<file path="config.mk">
export PLATFORM = sky130hd
export DESIGN_NAME = pobau_ram
export DESIGN_NICKNAME = d
export VERILOG_FILES = /design/src/design/pobau_ram.sv
export SDC_FILE = /design/constraint.sdc
export NUM_CORES = 1
export LEC_CHECK = 0
export ABC_AREA = 1
export BUFFER_PORTS_ARGS = -buffer_cell sky130_fd_sc_hd__buf_2
export CAP_MARGIN = 30
export CORE_MARGIN = 2
export CORE_UTILIZATION = 45
export DETAILED_ROUTE_END_ITERATION = 8
export GPL_TIMING_DRIVEN = 0
export HOLD_SLACK_MARGIN = 0.1
export PLACE_DENSITY = 0.6
export SKIP_CTS_REPAIR_TIMING = 1
export SLEW_MARGIN = 20
export SYNTH_ARGS = -nofsm -noshare
export SYNTH_HDL_FRONTEND = slang
export SYNTH_SLANG_ARGS = --single-unit
</file>
<file path="constraint.sdc">
create_clock -name clock -period 1.6 [get_ports clock]
set_clock_uncertainty 0.05 [all_clocks]
set_input_delay 0.32 -clock clock [delete_from_list [all_inputs] [get_ports clock]]
set_output_delay 0.32 -clock clock [all_outputs]
set_load 0.01 [all_outputs]
</file>
<file path="src/design/pobau_ram.sv">
// Generic single-port RAM with registered read.
module pobau_ram #(
   parameter int WIDTH = 8,
   parameter int DEPTH = 16
) (
   input  logic                     clock,
   input  logic                     wr_en,
   input  logic [$clog2(DEPTH)-1:0] addr,
   input  logic [WIDTH-1:0]         wr_data,
   output logic [WIDTH-1:0]         rd_data
);
   logic [WIDTH-1:0] mem_ff [DEPTH];

   always_ff @(posedge clock) begin
      if (wr_en) begin
         mem_ff[addr] <= wr_data;
      end
      rd_data <= mem_ff[addr];
   end
endmodule

</file>
==> summary.txt, run 1 <==
Clock network
  – Clock network latency to the later pin of the worst-skew pair: 0.42 ns
  – Deepest level of the CTS H-tree: 4
  – Clk sink count: 136
  – Root buffer cell: clkbuf_16
  – Maximum count of clock buffers along a single path: 2
  – Clock tree from TritonCTS: done
  – Number of buffers created by CTS: 17
  – Clock-pin slew on the worst setup and hold paths: 0.06 ns

Layout
  – Finished Layout Cells: 768
  – Fraction of layout cells with a size suffix above 1: 14.3%
  – Area delta synth->final: 17.5%
  – Number of antenna repair diodes: 0
  – Utilization after layout: 54.5%
  – # nets final: 601
  – Post-layout instance area: 6570 µm²

Detailed routing
  – Starting DRC count in detailed routing: 291
  – Iteration count of the initial detailed-routing pass: 5
  – Ratio of routed vias to standard cells: 4.81
  – Post-route DRC: 0
  – Via Count: 3,692
  – Total routed wirelength: 13,300 µm
  – Remaining number of nets flagged by the antenna check after routing: 0
  – DR WL/cell: 17.3 µm

Worst setup path
  – Startpoint kind of the worst setup timing path: input port
  – Critical Path Fanout Max: 10
  – Data arrival time of the critical path: 1.56 ns
  – Kind of end point of the critical path: flip-flop
  – CP Class: in -> reg
  – Startpoint of the most critical setup path: addr[0]
  – Worst reg2reg path startpoint: mem_ff[11][0]
  – Worst Path Required: 1.64 ns

STA
  – Worst setup margin: 0.0767 ns
  – Setup repair after global routing missed its margin: false
  – Part of the cycle the worst path needs: 95.2%
  – Number of hold violations in the final report: 0
  – Worst-case hold slack: 0.295 ns
  – Max-slew violation count: 0
  – Final setup violation count: 0
  – Final Critical Period: 1.52 ns
  – Max-slew headroom: 69.0%
  – Fmax achieved: 656 MHz
  – Slew @ Worst Pin: 0.464 ns

Synth
  – Area of the mapped netlist: 5590 µm²
  – Post-synth EDFFs: 128
  – Most used flip-flop cell after synthesis: edfxtp_1
  – Synth Net Count: 562
  – Top area cells in the synthesized netlist: edfxtp_1 (69%), nand2_1 (23%), dfxtp_1 (2.9%)
  – Largest area contributor in the synthesized netlist: edfxtp_1
  – Post-synth cell types: 11
  – Top post-synthesis cells by count: nand2_1 (346), edfxtp_1 (128), inv_1 (21)
  – Share of the synthesized area in the top cell type: 68.7%
  – Gate count after technology mapping: 548
  – Register area share after synthesis: 71.6%
  – Register bit total from synthesis: 136
  – Synth warnings: 0
  – Syn_area_per_cell: 10.2 µm²
  – Fraction of synthesis flops using an asynchronous set or reset pin: 0%
  – Cell with the most instances after synthesis: nand2_1

Worst hold path
  – Class of the tightest hold or removal check: in -> reg
  – Worst hold path startpoint: wr_data[3]

Pwr
  – Peak supply drop: 0.000911 V
  – Leakage power total: 2.76 nW
  – Power density of the placed cells: 1220 nW/µm²

Floorplan
  – Die area: 13,300 µm²
  – Horiz. Die Dim: 115 µm
  – Ports: 22
  – # rows: 40
  – Die Span Y: 115 µm
  – Placeable core region: 12,100 µm²
  – Initial core utilization: 46.4%

Placed design
  – Count of buffers inserted at the top-level ports: 20
  – Routability congestion estimate: 0.892
  – Setup WS pre-CTS: -0.715 ns
  – Total placed cells including tap cells: 736
  – Cell area reported after detailed placement: 5920 µm²
  – Sum of net half-perimeters after detailed placement: 8540 µm

Flow run
  – Max cap viols: 0

Global route
  – Wire length of the first global-routing pass: 20,100 µm
  – Total track usage: 21.5%
  – Largest net degree at the start of global routing: 17
  – Vias in the first global route: 3,663
  – Aggregate global routing overflow: 0
  – Number of antenna violations at the first check in global routing: 0

Outcome
  – Result of the run: finished clean
-- logic make-up (layout without fill, tap and decap cells) --
group / count (synthesis) / after routing / synth area share (%)
flops: 136 / 136 / 71.6
buf+inv: 44 / 96 / 3.62
simple gates: 368 / 368 / 24.8
-- layout make-up --
type	count	area (µm²)
inverters	23	86.3
clock inverters	13	87.6
well taps	168	210
fillers	1077	5490
flip-flops and latches	136	4000
repair buffers	20	100
multi-input cells	368	1530
plain buffers	21	118
clock buffers	19	433
-- cell usage in the layout, fill, tap and decap left out --
cell type,count
dfxtp_1,8
nand3_2,4
clkbuf_2,1
clkbuf_16,17
nor2_4,16
clkinvlp_4,2
clkinv_2,4
buf_4,6
inv_2,1
nor2_2,2
buf_2,32
nand2_1,346
clkbuf_1,4
edfxtp_1,128
bufinv_16,1
inv_1,21
clkinv_1,7
-- per-layer routing --
metal | part of all wire [%] | routed length, µm | GRT usage [%]
met3 | 5.5 | 734 | 4.86
met2 | 49 | 6530 | 35.0
met5 | 0 | 0 | 0
met4 | 1.7 | 224 | 8.03
met1 | 44 | 5780 | 28.5
-- power by group --
group / internal (mW) / total [mW] / leakage, nW / switching [mW]
logic: 0.142 / 0.535 / 1.29 / 0.392
registers: 3.99 / 4.01 / 1.22 / 0.0198
clock network: 2.08 / 3.46 / 0.251 / 1.38
-- registers in the layout (all words and copies together) (netlist names) --
register / count
mem_ff: 128
rd_data: 8
-- final timing paths --
path	to	depth (start not counted)	slack, ns
max	mem_ff[4][2]	6	0.08
min reg2reg	rd_data[1]	8	0.67
max reg2reg	rd_data[0]	8	0.54
min	mem_ff[4][3]	1	0.30
-- stage by stage --
stage	TNS, ns	total power, mW
floorplan	-9.29	4.37
global placement	-72.63	4.58
detailed placement	-78.32	4.59
CTS	-20.57	8.03
global route	0	8.29
finish	0	8.00
-- critical path, cell delays in order --
cell,delay (ns)
buf_2,0.13
inv_2,0.06
buf_4,0.17
buf_2,0.25
nand3_2,0.29
nor2_4,0.34
Note: power is estimated with default switching activity, not from simulation.
==> run 2: changes to the inputs <==
--- a/config.mk
+++ b/config.mk
@@ -6,5 +6,4 @@
 export NUM_CORES = 1
 export LEC_CHECK = 0
-export ABC_AREA = 1
 export BUFFER_PORTS_ARGS = -buffer_cell sky130_fd_sc_hd__buf_2
 export CAP_MARGIN = 30
@@ -14,5 +13,5 @@
 export GPL_TIMING_DRIVEN = 0
 export HOLD_SLACK_MARGIN = 0.1
-export PLACE_DENSITY = 0.6
+export PLACE_DENSITY = 0.61
 export SKIP_CTS_REPAIR_TIMING = 1
 export SLEW_MARGIN = 20
==> constraint.sdc (replaced) <==
create_clock -name clock -period 1.6 [get_ports clock]
set_clock_uncertainty 0.05 [all_clocks]
set_input_delay 0.16 -clock clock [delete_from_list [all_inputs] [get_ports clock]]
set_output_delay 0.16 -clock clock [all_outputs]
set_load 0.01 [all_outputs]
==> run 2 against run 1 <==
Effect of this change: the flow now finishes with violations (setup timing); synthesized cell count is 58% lower; clock power increased by 4%; non-clock buffer count shrank 6; synthesized area fell by 9.4%; sequential cell count unchanged; clock-buffer cell count grew 2; global-route usage decreased by 3.9 points; die area down 9.1%; combinational power decreased by 28%; largest power group unchanged.
==> summary.txt, run 2 <==
Outcome
  – Result of the run: complete, but fails checks (was finished clean)
  – Violated checks: setup timing

Pwr
  – Peak supply drop: 0.000752 V (was 0.000911 V)
  – Overall power after layout: 7.99 mW (was 8.00 mW)
  – Leakage power total: 1.94 nW (was 2.76 nW)
  – Power density of the placed cells: 1340 nW/µm² (was 1220 nW/µm²)

Worst setup path
  – Data arrival time of the critical path: 1.62 ns (was 1.56 ns)
  – Worst Path Required: 1.57 ns (was 1.64 ns)
  – CP Class: in -> reg (unchanged)
  – Last element of the critical path: mem_ff[1][3] (was mem_ff[4][2])
  – Kind of end point of the critical path: flip-flop (unchanged)
  – Worst reg2reg path startpoint: mem_ff[3][3] (was mem_ff[11][0])
  – Startpoint of the most critical setup path: addr[1] (was addr[0])
  – Capture instance of the worst register-to-register path: rd_data[3] (was rd_data[0])
  – R2r setup slk: 0.16 ns (was 0.54 ns)
  – Startpoint kind of the worst setup timing path: input port (unchanged)
  – Critical Path Fanout Max: 10 (unchanged)
  – Worst-case reg-to-reg path depth: 3 (was 8)

Clock network
  – Clock tree from TritonCTS: done (unchanged)
  – Deepest level of the CTS H-tree: 4 (unchanged)
  – Clock network latency to the later pin of the worst-skew pair: 0.40 ns (was 0.42 ns)
  – Clk sink count: 136 (unchanged)
  – Maximum count of clock buffers along a single path: 2 (unchanged)
  – Number of buffers created by CTS: 17 (unchanged)
  – Clock-pin slew on the worst setup and hold paths: 0.06 ns (about the same)
  – Root buffer cell: clkbuf_16 (unchanged)

Layout
  – Number of antenna repair diodes: 0 (unchanged)
  – Number of flip-flops under the largest register name: 128 (unchanged)
  – Post-layout instance area: 5980 µm² (was 6570 µm²)
  – Most common cell after layout, fill and taps aside: edfxtp_1 (was nand2_1)
  – Largest register by flop count: mem_ff (unchanged)
  – Fraction of layout cells with a size suffix above 1: 33.9% (was 14.3%)
  – Finished Layout Cells: 426 (was 768)
  – # nets final: 287 (was 601)
  – Area delta synth->final: 18.0% (was 17.5%)
  – Utilization after layout: 54.7% (was 54.5%)
  – Commonest cells after routing, fill and taps aside: edfxtp_1 (128), mux4_2 (32), buf_2 (21), clkbuf_16 (17), a22oi_1 (16) (was nand2_1 (346), edfxtp_1 (128), buf_2 (32), inv_1 (21), clkbuf_16 (17))
  – Top flop regs: mem_ff: 128 flops, rd_data: 8 flops (unchanged)
  – Layout fillers: 843 (was 1,077)

STA
  – Number of hold violations in the final report: 0 (unchanged)
  – Slew @ Worst Pin: 0.892 ns (was 0.464 ns)
  – Max-slew violation count: 0 (unchanged)
  – Setup repair after global routing missed its margin: true (was false)
  – Max-slew headroom: 40.3% (was 69.0%)
  – Part of the cycle the worst path needs: 103% (was 95.2%)
  – Worst setup margin: -0.0446 ns (was 0.0767 ns)
  – Final Critical Period: 1.64 ns (was 1.52 ns)
  – Fmax achieved: 608 MHz (was 656 MHz)
  – Final setup violation count: 21 (was 0)

Synth
  – Register bit total from synthesis: 136 (unchanged)
  – Largest area contributor in the synthesized netlist: edfxtp_1 (unchanged)
  – Top area cells in the synthesized netlist: edfxtp_1 (76%), mux4_2 (14%), dfxtp_1 (3.2%) (was edfxtp_1 (69%), nand2_1 (23%), dfxtp_1 (2.9%))
  – Top post-synthesis cells by count: edfxtp_1 (128), mux4_2 (32), a22oi_1 (16) (was nand2_1 (346), edfxtp_1 (128), inv_1 (21))
  – Post-synth cell types: 18 (was 11)
  – Fraction of synthesis flops using an asynchronous set or reset pin: 0% (unchanged)
  – Share of the synthesized area in the top cell type: 75.9% (was 68.7%)
  – Most used flip-flop cell after synthesis: edfxtp_1 (unchanged)
  – Register area share after synthesis: 79.0% (was 71.6%)
  – Synth Net Count: 244 (was 562)
  – Cell with the most instances after synthesis: edfxtp_1 (was nand2_1)
  – Gate count after technology mapping: 230 (was 548)
  – Synth warnings: 0 (unchanged)
  – Post-synth EDFFs: 128 (unchanged)
  – Syn_area_per_cell: 22.0 µm² (was 10.2 µm²)
  – Area of the mapped netlist: 5070 µm² (was 5590 µm²)

Floorplan
  – Ports: 22 (unchanged)
  – # rows: 38 (was 40)
  – Horiz. Die Dim: 110 µm (was 115 µm)
  – Die area: 12,100 µm² (was 13,300 µm²)
  – Die Span Y: 110 µm (was 115 µm)
  – Initial core utilization: 46.3% (was 46.4%)
  – Placeable core region: 10,900 µm² (was 12,100 µm²)

Worst hold path
  – Class of the tightest hold or removal check: in -> reg (unchanged)
  – Worst hold path startpoint: wr_data[6] (was wr_data[3])

Placed design
  – Routability congestion estimate: 0.719 (was 0.892)
  – Cell area reported after detailed placement: 5360 µm² (was 5920 µm²)
  – Count of buffers inserted at the top-level ports: 19 (was 20)
  – Sum of net half-perimeters after detailed placement: 6030 µm (was 8540 µm)
  – Setup WS pre-CTS: -0.825 ns (was -0.715 ns)
  – Total placed cells including tap cells: 389 (was 736)

Detailed routing
  – Met2 Routed Length: 4860 µm (was 6530 µm)
  – Highest routed layer: met4 (unchanged)
  – Routed length on met3: 472 µm (was 734 µm)
  – Detailed-route wire length on metal 1: 4150 µm (was 5780 µm)
  – Ratio of routed vias to standard cells: 5.46 (was 4.81)
  – Via Count: 2,325 (was 3,692)
  – Post-route DRC: 0 (unchanged)
  – Iteration count of the initial detailed-routing pass: 7 (was 5)
  – DR WL/cell: 22.4 µm (was 17.3 µm)
  – Total routed wirelength: 9530 µm (was 13,300 µm)
  – Starting DRC count in detailed routing: 183 (was 291)
  – Remaining number of nets flagged by the antenna check after routing: 0 (unchanged)

Global route
  – Vias in the first global route: 2,438 (was 3,663)
  – Number of antenna violations at the first check in global routing: 0 (unchanged)
  – Largest net degree at the start of global routing: 17 (unchanged)
  – Total track usage: 17.6% (was 21.5%)
  – Wire length of the first global-routing pass: 14,400 µm (was 20,100 µm)
  – Aggregate global routing overflow: 0 (unchanged)

Flow run
  – Max cap viols: 0 (unchanged)
[run 2: cell types whose count changed in the layout (fill, tap and decap cells not counted), sizes merged, moves of 4 or more]
cell	previous run	this run
mux4	0	32
a22oi	0	16
nor3	0	4
buf	38	27
inv	22	0
dlygate4sd3	0	4
nor2	18	13
nand2	346	9
[run 2: cells by family (layout without fill, tap and decap cells)]
logic type | count (synthesis) | after routing | share of synthesized area, %
flops | 136 | 136 | 79.0
simple gates | 35 | 35 | 3.21
mux | 32 | 32 | 14.2
compound gates | 16 | 16 | 2.37
buf+inv | 11 | 67 | 1.19
[run 2: area by class of cell]
class | instances | area (µm²) | area share (%)
plain buffers | 11 | 61.3 | 1.03
multi-input cells | 83 | 1050 | 17.5
clock inverters | 11 | 109 | 1.82
clock buffers | 21 | 440 | 7.36
well taps | 140 | 175 | 2.93
flip-flops and latches | 136 | 4000 | 66.9
repair buffers | 24 | 143 | 2.38
[run 2: worst min-delay path by stage]
stage,endpoint,slack [ns],cells after the start
after floorplan,mem_ff[0][0],0.21,0
after global placement,mem_ff[5][4],0.50,1
after detailed placement,rd_data[0],0.51,1
after CTS,mem_ff[14][4],0.08,1
after global routing,mem_ff[0][2],0.10,1
final,mem_ff[14][6],0.1,1
[run 2: layer usage]
layer,up-vias,track usage [%]
li1,1051,-
met1,1204,24.1
met2,66,27.7
met3,4,5.35
met4,0,5.18
met5,-,0
[run 2: report_power, final]
group	switching, mW	internal (mW)
clock	1.33	2.27
combinational	0.225	0.158
sequential	0.0183	3.99
total	1.57	6.41
[run 2: per-stage QoR]
step                      hold slack, ns  TNS [ns]
after floorplan                    0.209     -3.26
after global placement             0.501    -70.46
after detailed placement           0.507    -70.47
after CTS                         0.0844    -20.16
after global routing               0.105     -3.67
final                             0.0952    -0.569
[run 2: worst max-delay path: stages]
cell	delay, ns
buf_2	0.20
clkbuf_2	0.26
nand2b_1	0.25
nor2_1	0.73
